[src/kes_pkg.sv]
// Shared types, constants and table-building functions of the keyframe easing sampler.
`default_nettype none
package kes_pkg;

    localparam int MAX_KEYS_DEF    = 64;
    localparam int EASE_POINTS_DEF = 257;
    localparam int APB_AW          = 5;
    localparam int DIV_NW          = 40;
    localparam int DIV_DW          = 24;

    localparam logic [1:0] MODE_WRITE   = 2'd0;
    localparam logic [1:0] MODE_TICK    = 2'd1;
    localparam logic [1:0] MODE_RESTART = 2'd2;

    localparam logic [2:0] EASE_STEP   = 3'd0;
    localparam logic [2:0] EASE_LINEAR = 3'd1;
    localparam logic [2:0] EASE_IN     = 3'd2;
    localparam logic [2:0] EASE_OUT    = 3'd3;
    localparam logic [2:0] EASE_INOUT  = 3'd4;
    localparam logic [2:0] EASE_SMOOTH = 3'd5;
    localparam logic [2:0] EASE_EXP    = 3'd6;
    localparam logic [2:0] EASE_LOG    = 3'd7;

    localparam logic [2:0] REG_ENABLE = 3'd0;
    localparam logic [2:0] REG_LOOP   = 3'd1;
    localparam logic [2:0] REG_SPEED  = 3'd2;
    localparam logic [2:0] REG_CLIP   = 3'd3;
    localparam logic [2:0] REG_COUNT  = 3'd4;

    localparam logic [15:0] SPEED_RST = 16'd256;
    localparam logic [63:0] Q30_ONE   = 64'd1 << 30;

    typedef struct packed {
        logic [1:0]         mode;
        logic [5:0]         key_index;
        logic [23:0]        key_time;
        logic signed [31:0] key_value;
        logic [2:0]         key_easing;
        logic [23:0]        step_time;
    } req_t;

    typedef struct packed {
        logic signed [31:0] sample_value;
        logic [23:0]        playhead;
        logic               still_playing;
    } res_t;

    typedef struct packed {
        logic [23:0]        key_time;
        logic signed [31:0] key_value;
        logic [2:0]         key_easing;
    } key_t;

    typedef struct packed {
        logic              start;
        logic [DIV_NW-1:0] dividend;
        logic [DIV_DW-1:0] divisor;
    } div_req_t;

    // Unsigned 64-bit quotient by shift and subtract, used only at elaboration
    function automatic logic [63:0] udiv64(input logic [63:0] num, input logic [63:0] den);
        logic [64:0] part;
        logic [63:0] quo;
        part = '0;
        quo  = '0;
        for (int b = 63; b >= 0; b--) begin
            part = {part[63:0], num[b]};
            if (part >= {1'b0, den}) begin
                part   = part - {1'b0, den};
                quo[b] = 1'b1;
            end
        end
        return quo;
    endfunction

    // e^x - 1 in Q30 for x in Q30, series evaluated at elaboration
    function automatic logic [63:0] em1_q30(input logic [63:0] x);
        logic [63:0] term;
        logic [63:0] sum;
        term = Q30_ONE;
        sum  = 64'd0;
        for (int n = 1; n <= 24; n++) begin
            term = udiv64((term * x) >> 30, 64'(n));
            sum  = sum + term;
        end
        return sum;
    endfunction

    localparam logic [63:0] EM1_Q30 = em1_q30(Q30_ONE);

    // One entry of the exp or log curve table, Q1.16 with 1.0 as 65536
    function automatic logic [16:0] ease_entry(input int k, input int last, input logic is_log);
        logic [63:0] em1;
        logic [63:0] x;
        logic [63:0] ev;
        logic [63:0] r;
        logic [63:0] y;
        logic [63:0] z;
        logic [63:0] z2;
        logic [63:0] pw;
        logic [63:0] s;
        em1 = EM1_Q30;
        x   = udiv64(64'(k) << 30, 64'(last));
        if (!is_log) begin
            ev = em1_q30(x);
            r  = udiv64((ev << 16) + (em1 >> 1), em1);
        end
        else begin
            y  = Q30_ONE + ((x * em1) >> 30);
            z  = udiv64((y - Q30_ONE) << 30, y + Q30_ONE);
            z2 = (z * z) >> 30;
            pw = z;
            s  = 64'd0;
            for (int n = 0; n < 24; n++) begin
                s  = s + udiv64(pw, 64'(2 * n + 1));
                pw = (pw * z2) >> 30;
            end
            r = (64'd2 * s + (64'd1 << 13)) >> 14;
        end
        if (r > 64'd65536) begin
            r = 64'd65536;
        end
        return r[16:0];
    endfunction

endpackage
`default_nettype wire

[src/kes_div.sv]
// Serial restoring divider, one quotient bit per cycle.
`default_nettype none
module kes_div
    import kes_pkg::*;
(
    input  wire logic              clk,
    input  wire logic              rst_n,
    input  wire div_req_t          req,
    output      logic              done,
    output      logic [DIV_NW-1:0] quot,
    output      logic [DIV_DW-1:0] rem
);
    localparam int CW = $clog2(DIV_NW + 1);

    logic [DIV_NW-1:0] quot_reg;
    logic [DIV_DW-1:0] rem_reg;
    logic [DIV_DW-1:0] dsr_reg;
    logic [CW-1:0]     cnt_reg;
    logic              busy_reg;
    logic              done_reg;
    logic [DIV_DW:0]   trial;

    // shift in the next dividend bit and try a subtract
    assign trial = {rem_reg, quot_reg[DIV_NW-1]} - {1'b0, dsr_reg};

    always_ff @(posedge clk or negedge rst_n)
    begin
        if (!rst_n)
        begin
            busy_reg <= 1'b0;
            done_reg <= 1'b0;
            cnt_reg  <= '0;
        end
        else
        begin
            done_reg <= 1'b0;
            if (req.start)
            begin
                busy_reg <= 1'b1;
                cnt_reg  <= CW'(DIV_NW);
            end
            else if (busy_reg)
            begin
                cnt_reg <= cnt_reg - 1'b1;
                if (cnt_reg == CW'(1))
                begin
                    busy_reg <= 1'b0;
                    done_reg <= 1'b1;
                end
            end
        end
    end

    always_ff @(posedge clk)
    begin
        if (req.start)
        begin
            quot_reg <= req.dividend;
            rem_reg  <= '0;
            dsr_reg  <= req.divisor;
        end
        else if (busy_reg)
        begin
            if (!trial[DIV_DW])
            begin
                rem_reg  <= trial[DIV_DW-1:0];
                quot_reg <= {quot_reg[DIV_NW-2:0], 1'b1};
            end
            else
            begin
                rem_reg  <= {rem_reg[DIV_DW-2:0], quot_reg[DIV_NW-1]};
                quot_reg <= {quot_reg[DIV_NW-2:0], 1'b0};
            end
        end
    end

    assign done = done_reg;
    assign quot = quot_reg;
    assign rem  = rem_reg;
endmodule
`default_nettype wire

[config.mk]
export PLATFORM = sky130hd
export DESIGN_NAME = kes_div
export DESIGN_NICKNAME = d
export VERILOG_FILES = /design/src/kes_pkg.sv /design/src/kes_div.sv
export SDC_FILE = /design/constraint.sdc
export NUM_CORES = 1
export LEC_CHECK = 0
export BUFFER_PORTS_ARGS = -buffer_cell sky130_fd_sc_hd__clkbuf_2
export CORE_ASPECT_RATIO = 2
export CORE_MARGIN = 2
export CORE_UTILIZATION = 50
export DETAILED_ROUTE_END_ITERATION = 8
export MAX_ROUTING_LAYER = met4
export PLACE_DENSITY = 0.83
export SLEW_MARGIN = 30
export SYNTH_ARGS = -nofsm -noshare
export SYNTH_HDL_FRONTEND = slang
export SYNTH_SLANG_ARGS = --single-unit
[constraint.sdc]
create_clock -name clk -period 3.8 [get_ports clk]
set_input_delay 0.38 -clock clk [delete_from_list [all_inputs] [get_ports clk]]
set_output_delay 0.38 -clock clk [all_outputs]
set_load 0.01 [all_outputs]
==> Word level (Yosys, flattened, before mapping) <==
Cells that the tools add are included.
{ "totals": {"ff_bits": 96, "word_cells": 22} }
{ "op_classes": {"add_sub_neg": 2, "n_eq_ne": 1, "mux": 12, "reduce_logical": 1} }
{ "op_table": {"columns": ["cell", "n"], "rows": [
  ["two-way mux 40 bit", 2],
  ["subtractor 25 x 24 -> 25 bit", 1],
  ["two-way mux 24 bit", 1],
  ["two-way mux 6 bit", 2],
  ["two-way mux 1 bit", 7],
  ["== test 6 x 1 -> 1 bit, second input constant", 1],
  ["subtractor 6 x 1 -> 6 bit, second input constant", 1],
  ["nonzero test 2 bit", 1]
]} }

==> Logic depth before layout (Yosys ltp) <==
{ "logic_depth": {"ltp_word": 4, "depth_mapped": 13, "mapped_depth_nobuf": 11} }

==> Worst setup path after synthesis <==
Ideal clock, no wire load.
{ "synth_path": {"path_kind": "reg-to-reg", "startpoint": "register quot_reg[39] (netlist: quot[39])", "endpoint": "register rem_reg[15] (netlist: rem[15])", "setup_ns": 0.088, "arrival_time_ns": 2.732, "required_time_ns": 3.712, "path_slack_ns": 0.979, "path_stages_with_launch": 12, "n_path_buf": 0, "path_cell_list": "edfxtp_1 -> inv_1 -> ha_1 -> fa_1 -> nand2b_1 -> a21oi_2 -> o211ai_2 -> a21o_1 -> a21boi_2 -> nor3_4 -> or4b_1 -> a311oi_2"} }
{ "synth_between": {"elab_chain_len": 2} }
{ "synth_lines": {"columns": ["element", "line_no", "text"], "rows": [
  ["from (decl)", "kes_div.sv:15", "logic [DIV_NW-1:0] quot_reg;"],
  ["from (signal assigned)", "kes_div.sv:58", "quot_reg <= req.dividend;"],
  ["from (signal assigned)", "kes_div.sv:67", "quot_reg <= {quot_reg[DIV_NW-2:0], 1'b1};"],
  ["from (signal assigned)", "kes_div.sv:72", "quot_reg <= {quot_reg[DIV_NW-2:0], 1'b0};"],
  ["subtractor 25 x 24 -> 25 bit", "kes_div.sv:24", "assign trial = {rem_reg, quot_reg[DIV_NW-1]} - {1'b0, dsr_reg};"],
  ["two-way mux 24 bit", "kes_div.sv:64", "if (!trial[DIV_DW])"],
  ["to (signal assigned)", "kes_div.sv:66", "rem_reg <= trial[DIV_DW-1:0];"],
  ["to (signal assigned)", "kes_div.sv:71", "rem_reg <= {rem_reg[DIV_DW-2:0], quot_reg[DIV_NW-1]};"],
  ["to (decl)", "kes_div.sv:16", "logic [DIV_DW-1:0] rem_reg;"]
]} }
No other way between the ends.
A chain may end at the register's enable or synchronous reset.

==> Worst setup path in the final report <==
{ "layout_path": {"startpoint": "register quot_reg[39] (netlist: quot[39])", "endpoint": "register rem_reg[19] (netlist: rem[19])"} }
The elaborated chain is that of the path after synthesis.

==> impl_metrics.toml <==
[synth]
synth_edf_count = 64
synthesis.area_um2 = 5430
syn_inst = 501
ys_top_cells_by_count = "64 x edfxtp_1, 40 x mux2_2, 39 x nor2_1"
synth_area_per_cell_um2 = 10.8
netlist.area_leader.share = 0.354
ys.warnings.count = 0
synth_ff_type = "edfxtp_1"
ys_ff_latch = 96
yosys-top-cells-area = "edfxtp_1 35%, dfxtp_1 8.8%, mux2_2 8.3%, ha_1 6.0%, dfrtp_1 3.7%"
async_flop_share = 0.0833
synthesis.nets = 595
synth.most_common_cell = "edfxtp_1"
ys_seq_area_frac = 0.479
synth_top_area_cell = "edfxtp_1"
ys_types = 63

[pwr]
comb_power_share = 0.411
pwr-share-seq = 0.368
power.density_nw_per_um2 = 626
cellInternalPower_mw = 2.48
power.leakage_nw = 2.87
p_sw_frac = 0.387
power_switching_mw = 1.57
clockPowerShare = 0.221
ir_drop_mv = 0.414

[setup_path]
crit_path_start = "quot[39]"
cp.required_ns = 4.06
startpoint_type = "flop"
crit_type = "flop to flop"
crit_fanout = 17
endpoint_kind = "flop"
arrival_ns = 3.58
r2r-start = "quot[39]"

[run]
drv_cap = 0

[detailed_routing]
dr_total_vias = 4461
vias_per_cell = 5.85
drt.antenna.violating_nets = 0
drc = 0
wl_per_cell_um = 17.1
drtIter0Drc = 307
first_pass_iters = 5
wl_um = 13000

[timing]
setup_viol = 0
fmax_mhz = 302
worst_pin_slew_ns = 0.945
clock-skew-final_ns = 0.00890
period_share = 0.872
maxSlewHeadroom = 0.368
period_needed_ns = 3.32
finalMaxSlewViolations = 0
fin_tns_setup_ns = 0
hold_violations = 0
rsz0062_at_grt = "false"

[grt]
antenna_found_initial = 0
grt_pass1_vias = 4555
grt_overflow = 0
grt_use_total = 0.237
grt_pass1_wl_um = 21100
grt_max_degree = 56

[worst_hold_path]
hold_path.class = "input port to flop"
min_from = "req[16]"

[clocking]
clk_pin_slew_ns = 0.08
htree_levels = 3
root_buffer = "clkbuf_16"
insertion_delay_ns = 0.35
clockBufferDepth = 2
post_cts_buffers = 0
cts_sinks = 96
cts_buffers = 9
cts_tree = "built"

[floorplan]
core.rowCount = 53
start_util = 0.515
num_io_pins = 132
die_h_um = 151
fp.dieW_um = 77.7
dieArea_um2 = 11800
coreArea_um2 = 10500

[cells_and_area]
final_cells = 763
final_nets = 715
drive_above_1_share = 0.342
antenna_cells = 0
largest_reg_flops = 40
n_fill_cell = 846
area_growth_pct = 19.3

[place]
place_inst = 746
io_buffers = 131
gp_congestion = 0.916
dp_hpwl_um = 9780

[run_status]
status = "complete, no violations"
[logic make-up (layout without fill, tap and decap cells)]
| family | after synthesis | after routing | share of synthesized area |
|---|---|---|---|
| flops | 96 | 96 | 0.479 |
| fa+ha+maj | 27 | 27 | 0.0636 |
| simple gates | 134 | 134 | 0.127 |
| mux | 41 | 41 | 0.0848 |
| buf+inv | 60 | 185 | 0.0456 |
| xor+xnor | 19 | 19 | 0.0307 |
| compound gates | 124 | 124 | 0.169 |
[routing by layer]
metal / wire (um) / vias up / track usage
li1: - / 2099 / -
met1: 4570 / 2142 / 0.241
met2: 7300 / 176 / 0.430
met3: 642 / 44 / 0.0441
met4: 539 / 0 / 0.118
met5: 0 / - / -
[worst paths after layout]
kind / cells after the start / endpoint / slack (ns)
setup / recovery: 12 / rem[19] / 0.48
hold / removal: 1 / dsr_reg[16] / 0.20
setup reg to reg: 12 / rem[19] / 0.48
hold reg to reg: 2 / rem[13] / 0.52
max in group asynchronous: 2 / cnt_reg[5] / 3.22
min in group asynchronous: 2 / cnt_reg[4] / 0.40
[final cells by class]
class                           instances  area [um^2]  share of cell area
Sequential cell                        96         2600               0.402
Clock inverter                          7         75.1              0.0116
Timing Repair Buffer                  137          706               0.109
Inverter                               32          120              0.0185
Clock buffer                            9          225              0.0348
Tap cell                              137          171              0.0265
Multi-Input combinational cell        345         2580               0.398
[per-stage QoR]
| step | area, um^2 | total power [mW] | hold WS, ns | setup WS (ns) | utilization |
|---|---|---|---|---|---|
| after floorplan | 5430 | 2.70 | 0.0844 | 0.979 | - |
| after global placement | 6170 | 3.10 | 0.230 | 0.699 | 0.585 |
| after detailed placement | 6170 | 3.16 | 0.236 | 0.554 | 0.585 |
| after CTS | 6480 | 4.06 | 0.193 | 0.503 | 0.614 |
| after global routing | 6480 | 4.30 | 0.188 | 0.190 | 0.614 |
| final | 6480 | 4.06 | 0.200 | 0.485 | 0.614 |
[repair_timing]
item	4_1_cts	5_1_grt
gates resized for setup	0	0
hold buffers	1	0
endpoints found under the hold margin	8	0
[power by group through the flow]
stage / Sequential (mW) / Combinational (mW) / Clock (mW)
floorplan: 1.53 / 1.17 / 0
global placement: 1.50 / 1.59 / 0
detailed placement: 1.51 / 1.65 / 0
CTS: 1.49 / 1.66 / 0.914
global route: 1.52 / 1.83 / 0.954
finish: 1.49 / 1.67 / 0.896
[cells in the final DEF, fill, tap and decap left out, drive strengths merged, types with 3 or more instances in the layout]
cell | synthesis | layout
a21boi | 3 | 3
a21o | 12 | 12
a21oi | 29 | 29
a311oi | 20 | 20
and2 | 4 | 4
and3 | 5 | 5
buf | 13 | 6
clkbuf | 15 | 139
clkinv | 0 | 4
dfrtp | 8 | 8
dfxtp | 24 | 24
edfxtp | 64 | 64
ha | 26 | 26
inv | 32 | 35
mux2 | 40 | 40
nand2 | 24 | 24
nand2b | 12 | 12
nand3 | 22 | 22
nand4 | 4 | 4
nor2 | 41 | 41
nor3 | 8 | 8
o211ai | 6 | 6
o21a | 3 | 3
o21ai | 31 | 31
o21bai | 3 | 3
or4b | 4 | 4
xnor2 | 13 | 13
xor2 | 6 | 6
[critical path, stage by stage, from the launching register on]
cell,delay (ns)
edfxtp_1,0.38
inv_1,0.06
ha_1,0.22
fa_1,0.38
nand2b_1,0.21
a21oi_2,0.20
o211ai_2,0.15
a21oi_1,0.23
o21ai_1,0.18
a21boi_2,0.47
buf_4,0.31
o21ai_0,0.15
a311oi_1,0.29
Power figures use the tool's default switching activity.
