==> config.mk <==
export PLATFORM = sky130hd
export DESIGN_NAME = kes_ram
export DESIGN_NICKNAME = d
export VERILOG_FILES = /design/src/kes_ram.sv
export SDC_FILE = /design/constraint.sdc
export NUM_CORES = 1
export LEC_CHECK = 0
export ABC_CLOCK_PERIOD_IN_PS = 1200
export BUFFER_PORTS_ARGS = -buffer_cell sky130_fd_sc_hd__buf_4
export CORE_MARGIN = 5
export CORE_UTILIZATION = 40
export CTS_CLUSTER_SIZE = 12
export DETAILED_ROUTE_END_ITERATION = 8
export GPL_ROUTABILITY_DRIVEN = 1
export GPL_TIMING_DRIVEN = 0
export HOLD_SLACK_MARGIN = 0.15
export PLACE_DENSITY = 0.62
export SYNTH_ARGS = -nofsm -noshare
export SYNTH_HDL_FRONTEND = slang
export SYNTH_SLANG_ARGS = --single-unit
==> constraint.sdc <==
create_clock -name clk -period 1.2 [get_ports clk]
set_clock_uncertainty 0.2 [all_clocks]
set_input_delay 0.06 -clock clk [delete_from_list [all_inputs] [get_ports clk]]
set_output_delay 0.06 -clock clk [all_outputs]
set_load 0.01 [all_outputs]
==> src/kes_ram.sv <==
// Generic single-port-write, registered-read RAM.
`default_nettype none
module kes_ram #(
    parameter int WIDTH = 8,
    parameter int DEPTH = 2
) (
    input  wire logic                     clk,
    input  wire logic                     we,
    input  wire logic [$clog2(DEPTH)-1:0] waddr,
    input  wire logic [WIDTH-1:0]         wdata,
    input  wire logic [$clog2(DEPTH)-1:0] raddr,
    output      logic [WIDTH-1:0]         rdata
);
    logic [WIDTH-1:0] mem [DEPTH];

    always_ff @(posedge clk)
    begin
        if (we)
        begin
            mem[waddr] <= wdata;
        end
        rdata <= mem[raddr];
    end
endmodule
`default_nettype wire

=== After elaboration in Yosys (flattened, before gate mapping) ===
Memory sizes are Yosys's and may differ from the RTL's. A register that Yosys moved wholly into a read port is not among the register bits.
Index checks and enable logic that the tools add are counted.

* Bits in latches: 0
* Memories kept: 1
* Memory bits (read-only): 0
* Input bits: 12
* Memory bits (writable): 16
* Output and inout port bits: 8
* Flip-flop bits (word level): 0

* Reduce and logical (&&, ||, !) cells: 0
* Eq/ne operators: 0
* Bitwise gates (word level): 0
* $lt $le $gt $ge: 0
* Divide/modulo/power cells: 0
* Multipliers: 0
* Add/sub/neg operators: 0
* Shift-type cells: 0
* Mux-type cells: 2

{| class="wikitable"
|+ Memory list
! memory !! depth !! width !! rd ports !! clocked after Yosys merged registers in !! wr ports !! line !! text
|-
| mem || 2 || 8 || 1 || 1 || 1 || 14 || <nowiki>logic [WIDTH-1:0] mem [DEPTH];</nowiki>
|}

{| class="wikitable"
|+ Operators with widths
! cell !! number
|-
| 1-bit 2-to-1 mux || 2
|}

=== Logic depth before layout (Yosys ltp) ===
Gate-level depths: netlist of run 1.

* Word-level depth: 2
* Gate-level depth with buffers: 2

=== Least setup slack after synthesis of run 1 ===
No wires, ideal clock.

* Path kind: input to register
* Start point: in we
* End point: mem mem[0][0] (enable)
* Stages on the path: 1
* Library setup time: 0.373 ns
* Data required time: 0.627 ns
* Slack: 0.147 ns
* Path buffers: 0
* Arrival: 0.480 ns
* Path through: nor2b_1

* Word-level cells in the longest chain between the ends: 2

{| class="wikitable"
|+ Ends and longest elaborated chain
! item !! line !! text
|-
| start, declared || 8 || <nowiki>input wire logic we,</nowiki>
|-
| 1-bit 2-to-1 mux || 18 || <nowiki>if (we)</nowiki>
|-
| 1-bit 2-to-1 mux (implied by the code) || 20 || <nowiki>mem[waddr] <= wdata;</nowiki>
|-
| end, declared || 14 ||
|}

Every way passes these cells.

=== Final worst setup path of run 1 ===
* Start point: in raddr
* End point: reg rdata[3], read port of mem

{| class="wikitable"
|+ RTL lines
! item !! line !! text
|-
| start, declared || 11 || <nowiki>input wire logic [$clog2(DEPTH)-1:0] raddr,</nowiki>
|-
| end, declared || 12 || <nowiki>output logic [WIDTH-1:0] rdata</nowiki>
|}

No word-level cell between the ends.

==> out/results.txt, run 1 <==
After synthesis, the netlist uses 6 different library cells. On the worst path, the slowest cell contributes a delay of 550 ps. The run gives 47 as the net count after synthesis.

STA classifies the critical path endpoint as a flop. After synthesis the cells add up to 785 µm². Using the TritonRoute via totals, the vias-per-cell ratio works out to 4.18. For this design, the slowest cell found on the critical path is dlygate4sd3_1. The critical path data arrival time was 1080 ps.

The total area inside the core boundary comes to 0.00192 mm². The final clock period utilization by the worst path is 90.4%, and the count of final max-slew check failures is 0. After clock tree synthesis, the setup repair step added 0 buffers.

The kind of cell with the highest combined delay on the critical path is buffers and inverters. Entering global routing, the biggest net connects 14 pins. The critical path goes through dlygate4sd3_1, buf_6, mux2_4. The share of total power dissipated in sequential elements is 65.7%.

The tools report the number of antenna-violating nets in the routed design as 0. The die covers 0.00295 mm². The run finished, with violations left. The pre-antenna-repair detailed-routing pass consisted of 3 iterations. The first global-routing pass estimated 1650 µm of wire. The count of mapped cells out of synthesis was 35; the number of flops mapped to enable cells by yosys was 16. TritonCTS built the clock tree. The share of flip-flops with an asynchronous set or reset was 0%. Mean instance size in the synthesized netlist: 22.4 µm². The xor-xnor portion of the synthesized cell area was 0%. The total design power is 0.00146 W, and the total power density per cell area is 1370 mW/mm². The synthesized design contains 24 register bits. At the pin with the least slew margin, the transition time is 720 ps. For the initial antenna violation count, the log shows 0.

The final estimated routing congestion in global placement came out at 0.546. The worst setup path is of the input pin to flop kind. The final hold violation count is 8. The detailed router finished its first iteration with 2 violations. Summing over every cut layer, the via total after detailed routing is 389. The utilization of the core after routing was 55.7%; the multiplexer share of the synthesized area was 15.3%.

In this run the static leakage power is 0.434 nW. Of the total synthesized cell area, the portion taken by AND, OR, NAND and NOR gates is 1.59%. The buffer type at the clock tree root was clkbuf_4.

In the post-synthesis netlist, the cell with the most instances is edfxtp_1. The total net switching power was 0.000286 W. Summing the areas of all fa, ha and maj instances in the mapped netlist gives 0% of the synthesized area. For the sequential cell area fraction in the yosys report, the log shows 81.7%.

In this run, post-CTS repair resized a total of 0 instances. The buffer and inverter count on the worst path is 2. Buffers inserted to repair hold after CTS numbered 9. The run gives 40.8% as the effective utilization at floorplan.

Path type of the worst min-delay path: input pin to flop. Along the worst path, the maximum fanout reaches 8. The layout cell share with drive strength beyond 1 was 45.5%.

The final layout contains routed wiring with a total length of 1030 µm. The count of input and output buffers came out at 18. The number of endpoints failing setup at the final stage is 0, and the cell count after placement is 80.

Of the total power, the share spent switching nets is 19.6%. Setup repair after global routing left no endpoint under its margin. Worst hold margin: -9.92 ps.

The flip-flop cell with the highest count after synthesis was edfxtp_1. The clock edge transition at the registers on the reported setup and hold paths is 120 ps. The logs give 371 for the via count of the first global-routing pass and 0.00118 W for the cell-internal power.

The relative contribution of combinational cells to total power is 11.3%, and the number of maximum-capacitance constraint violations is 0. Row generation in the floorplan step produced 16 rows. Of the post-synthesis cell area, the dominant cell type holds 61.2%.

The number of antenna diodes in the final layout is 0. TritonCTS created 3 clock buffers. The area fraction in compound gates after synthesis was 0%. For the number of warnings issued by yosys, the log shows 0.

The clock period could shrink to 1080 ps. The die is 54.3 µm tall. The later pin in the worst-skew pair is clocked with a latency of 300 ps.

The horizontal extent of the die came out at 54.3 µm. For this run, design rule violations remaining after detail routing come to 0. The global router's overall resource usage was 8.46%.

For the post-layout instance count excluding filler cells, the log shows 93. For the peak ir drop on the vdd network, the log shows 0.000807 V. STA classifies the critical path startpoint as an input pin.

After detailed routing, the average wire length per cell comes to 11.1 µm. Timing would allow up to 922 MHz. The checks that failed: hold timing.

The global route total overflow came out at 0. The tools report the final layout net count as 79. The total negative setup slack was 0 ps. STA puts the critical path data required time at 1200 ps. The cell type with the largest total area after synthesis was edfxtp_1. In this run the tightest slew margin relative to its limit is 51.9%.

For this design, the sink count on the clock tree is 24. Sorting the synthesized cells by how often they occur yields 16 x edfxtp_1, 8 x dfxtp_1, 8 x mux2_4. For this design the top-level I/O count stands at 20.

The dominant combinational cell family by area after synthesis is multiplexers. Compared with the post-synthesis result, the final layout area differs by 36.4%. Yosys attributes the largest share of cell area to edfxtp_1 61%, dfxtp_1 20%, mux2_4 15%. The clock network accounts for 23.1% of the total power. The deepest level of the CTS H-tree is 1, and the deepest clock path buffer count is 2.
[registers in the layout (all words and copies together), names as in the netlist]
name / count
mem: 16
rdata: 8
[kinds of logic after synthesis]
family | Yosys count
DFF | 24
buffers and inverters | 1
and+or+nand+nor | 2
muxes | 8
[power groups by stage]
stage | clock network [W] | logic [W] | registers (W)
after global routing | 0.000389 | 0.000179 | 0.000966
final | 0.000338 | 0.000165 | 0.000960
after CTS | 0.000354 | 0.000167 | 0.000962
after global placement | 0 | 0.000141 | 0.000979
after floorplan | 0 | 0.0000569 | 0.000992
after detailed placement | 0 | 0.000143 | 0.000981
[cell usage in the layout, fill, tap and decap left out]
master / count
buf_6: 1
edfxtp_1: 16
nor2b_1: 1
dfxtp_1: 8
and2_1: 1
buf_4: 18
mux2_4: 8
dlygate4sd3_1: 9
clkinv_1: 1
clkbuf_4: 3
[worst paths after layout]
check / start / endpoint / slack (ps) / cells after the start
worst max-delay path: raddr / rdata[3]$_DFF_P_ / 120 / 3
worst max register to register: mem[0][3]$_DFFE_PP_ / rdata[3]$_DFF_P_ / 260 / 1
worst min-delay path: waddr / mem[0][1]$_DFFE_PP_ / -10 / 2
worst min register to register: mem[0][0]$_DFFE_PP_ / rdata[0]$_DFF_P_ / 280 / 1
[stage by stage]
step / instance area [µm²] / setup WS [ps]
after floorplan: 785 / 147
final: 1070 / 116
after detailed placement: 953 / -141
after global routing: 1070 / 110
after CTS: 1070 / 123
after global placement: 953 / -122
[cell type report]
type,instances,area [µm²]
Clock inverter,1,3.75
Sequential cell,24,641
Clock buffer,3,22.5
Buffer,1,11.3
Multi-Input combinational cell,10,133
Fill cell,161,852
Tap cell,27,33.8
Timing Repair Buffer,27,225
[layer usage]
| metal | global-route usage (%) | share of wire, % |
|---|---|---|
| met1 | 9.86 | 43 |
| met2 | 13.7 | 51 |
| met3 | 3.27 | 6.2 |
| met4 | 3.73 | 0 |
| met5 | 0 | 0 |
Note: power is estimated with default switching activity, not from simulation.
==> run 2, diff against run 1 <==
- BUFFER_PORTS_ARGS: -buffer_cell sky130_fd_sc_hd__buf_4 -> -buffer_cell sky130_fd_sc_hd__buf_2
==> run 2 against run 1 <==
  * The run still ends with hold timing left
  * Sequential power hardly changed
  * Setup slack better by 9.2 ps
  * Core utilization fell by 0.98 points
  * Final cell count unchanged
  * Power rose by 13%
  * Combinational power decreased by 15%
  * Flip-flop and latch count is the same
  * Routed wire length shrank 4.5%
  * Clock power grew 64%
  * Die area did not move
  * Fmax rose by 0.86%
  * Critical path type unchanged
  * Critical endpoint unchanged
  * Largest cell class unchanged
==> out/results.txt, run 2 (synthesis gave the netlist of run 1 again) <==
For the slack of the worst reg-to-reg path, the log shows 250 ps (about the same). The cell count after placement was 80 (unchanged). The number of design rule violations left after detail routing came out at 0 (unchanged). The critical path class was input pin to flop. Broken down by cell family, the worst path's largest delay share belongs to buffers and inverters. Height of the die: 54.3 µm (unchanged). The peak ir drop on the vdd network is 0.000998 V (+24%), and the area growth from synthesis to layout is 34.0%. Number of cells on the worst hold path: 2 (unchanged). TritonCTS built the clock tree. Layout cell share with drive strength beyond 1: 47.0% (+1.5 points).

Number of endpoints failing setup at the final stage: 0 (unchanged). Type of origin of the critical path: an input pin. The run gives 51.6% (-0.32 points) as the worst max-slew margin expressed relative to the limit.

The run gives 8.14% (-1.7 points) as the global routing usage on met1. The run gives 7 (+5) as the initial DRC count. The run gives 0.431 nW (-0.72%) as the leakage dissipation.

The worst hold margin was -9.39 ps (+0.522 ps); the number of setup buffers added after CTS was 0 (unchanged). The run gives 7 (-1) as the final hold violation count. For the count of final max-slew check failures, the log shows 0 (unchanged). The post-route minimum period was 1080 ps (-9.25 ps); the placeable core region was 0.00192 mm² (unchanged). Among all stages on the critical path, the largest delay is contributed by dlygate4sd3_1. Maximum net fanout on the critical path: 8 (unchanged). The min-delay analysis places its worst path in the category input pin to flop. The count of input and output buffers is 18 (unchanged), and the critical path data arrival time is 1080 ps (about the same). The via count is 385 (-1.0%), and the number of maximum-capacitance constraint violations is 0 (unchanged). The number of vias per cell works out to 4.14 (-1.0%). The row count was 16 (unchanged). Setup repair after global routing left no endpoint under its margin. The tools report the buffer type at the clock tree root as clkbuf_4. The register with the most flip-flops in the final layout is mem. Largest net degree at the start of global routing: 15 (+1). The cell count of the worst reg-to-reg path is 1 (unchanged), and the clock edge transition at the registers on the reported setup and hold paths is 120 ps (about the same). The number of inserted filler cells in the final layout came out at 179 (+11%).

The total iterations of the first detailed-routing run came out at 3 (unchanged). The most common library cell in the layout ignoring fill and taps was buf_2. The wire length of the first global-routing pass is 1570 µm (-4.6%). The layer flagged by global routing as most heavily used is met2. The via count of the first global-routing pass is 411 (+11%).

The logs give 24 (unchanged) for the number of clock sinks and 20 (unchanged) for the number of top-level pins. The total wirelength of the detailed-routed design was 986 µm (-4.5%); the horizontal extent of the die was 54.3 µm (unchanged). Global router's overall resource usage: 7.84% (-0.62 points).

The top cell types in the final layout, fill and taps aside, are 18 x buf_2, 16 x edfxtp_1, 9 x dlygate4sd3_1. The antenna diode count was 0 (unchanged); the largest stage delay on the critical path was 540 ps (about the same). The slew at the pin with the worst max-slew slack is 725 ps (+4.83 ps). The flip-flop count of the largest register after layout is 16 (unchanged). The endpoint kind of the worst setup timing path was a flop. The upper clock frequency limit came out at 930 MHz (+0.86%). The TritonCTS buffer count is 3 (unchanged). The final reports fail on hold timing.

The run gives 0.00295 mm² (unchanged) as the full die area. The tools report the final layout net count as 79 (unchanged). The largest registers in the layout are mem (16), rdata (8). The source-to-sink clock delay at the later pin of the worst-skew pair is 300 ps (about the same). The buffer and inverter count on the worst path is 2 (unchanged). The tools report the required time of the worst setup path as 1200 ps (about the same). The number of antenna-violating nets in the routed design came out at 0 (unchanged). The final clock period utilization by the worst path came out at 89.6% (-0.77 points). The tools report the met2 usage in global routing as 14.1% (+0.40 points). The run gives 0 (unchanged) as the global route total overflow.

The utilization of the core after routing is 54.7% (-0.98 points). The tools report the initial antenna violation count as 0 (unchanged). Number of gates given a new drive strength after cts: 0 (unchanged).

Traced cell by cell, the critical path runs through dlygate4sd3_1, buf_6, mux2_4. The total power density per cell area is 1570 mW/mm² (+15%), and the post-layout instance count excluding filler cells is 93 (unchanged). The deepest level of the CTS H-tree came out at 1 (unchanged). The hold-fix buffer count after cts was 9 (unchanged).

The met3 global-route usage is 2.45% (-0.82 points). The effective utilization at floorplan is 40.8% (unchanged), and the deepest clock path buffer count is 2 (unchanged). The number of gates on the worst path with buffers counted came out at 3 (unchanged). The run finished, with violations left. The average wire length per cell after detail routing works out to 10.6 µm (-4.5%). The tools report the final estimated routing congestion in global placement as 0.553 (+1.4%).
run 2: cell types whose count changed in the layout (fill, tap and decap cells not counted), sizes merged:
cell    before  now
bufinv       0    1
clkinv       1    0
run 2: final timing paths:
kind	from	end
setup / recovery	raddr	rdata[3]$_DFF_P_
hold / removal	waddr	mem[0][3]$_DFFE_PP_
setup reg to reg	mem[0][1]$_DFFE_PP_	rdata[1]$_DFF_P_
hold reg to reg	mem[0][7]$_DFFE_PP_	rdata[7]$_DFF_P_
run 2: final cells by class:
class	count	area (µm²)	area share, %
Clock buffer	3	22.5	2.14
Tap cell	27	33.8	3.21
Sequential cell	24	641	61.0
Multi-Input combinational cell	10	133	12.6
Clock inverter	1	30.0	2.86
Buffer	1	11.3	1.07
Timing Repair Buffer	27	180	17.1
run 2: per-stage QoR:
stage | cell area (µm²) | hold WS [ps] | setup WS [ps] | total power (W) | TNS (ps)
after floorplan | 785 | -41.1 | 147 | 0.00105 | 0
after global placement | 908 | 48.5 | -105 | 0.00110 | -839
after detailed placement | 908 | 51.1 | -114 | 0.00110 | -914
after CTS | 1050 | -24.3 | 130 | 0.00169 | 0
after global routing | 1050 | 3.21 | 103 | 0.00172 | 0
final | 1050 | -9.39 | 125 | 0.00165 | 0
run 2: layer usage:
layer / routed length (µm) / part of all wire, %
met5: 0 / 0
met4: 0 / 0
met3: 94 / 9.5
met2: 496 / 50
met1: 396 / 40
run 2: power by group:
part	switching, W	internal [W]
Clock	0.000216	0.000337
Combinational	0.0000542	0.0000872
Sequential	0.0000136	0.000946
Total	0.000283	0.00137
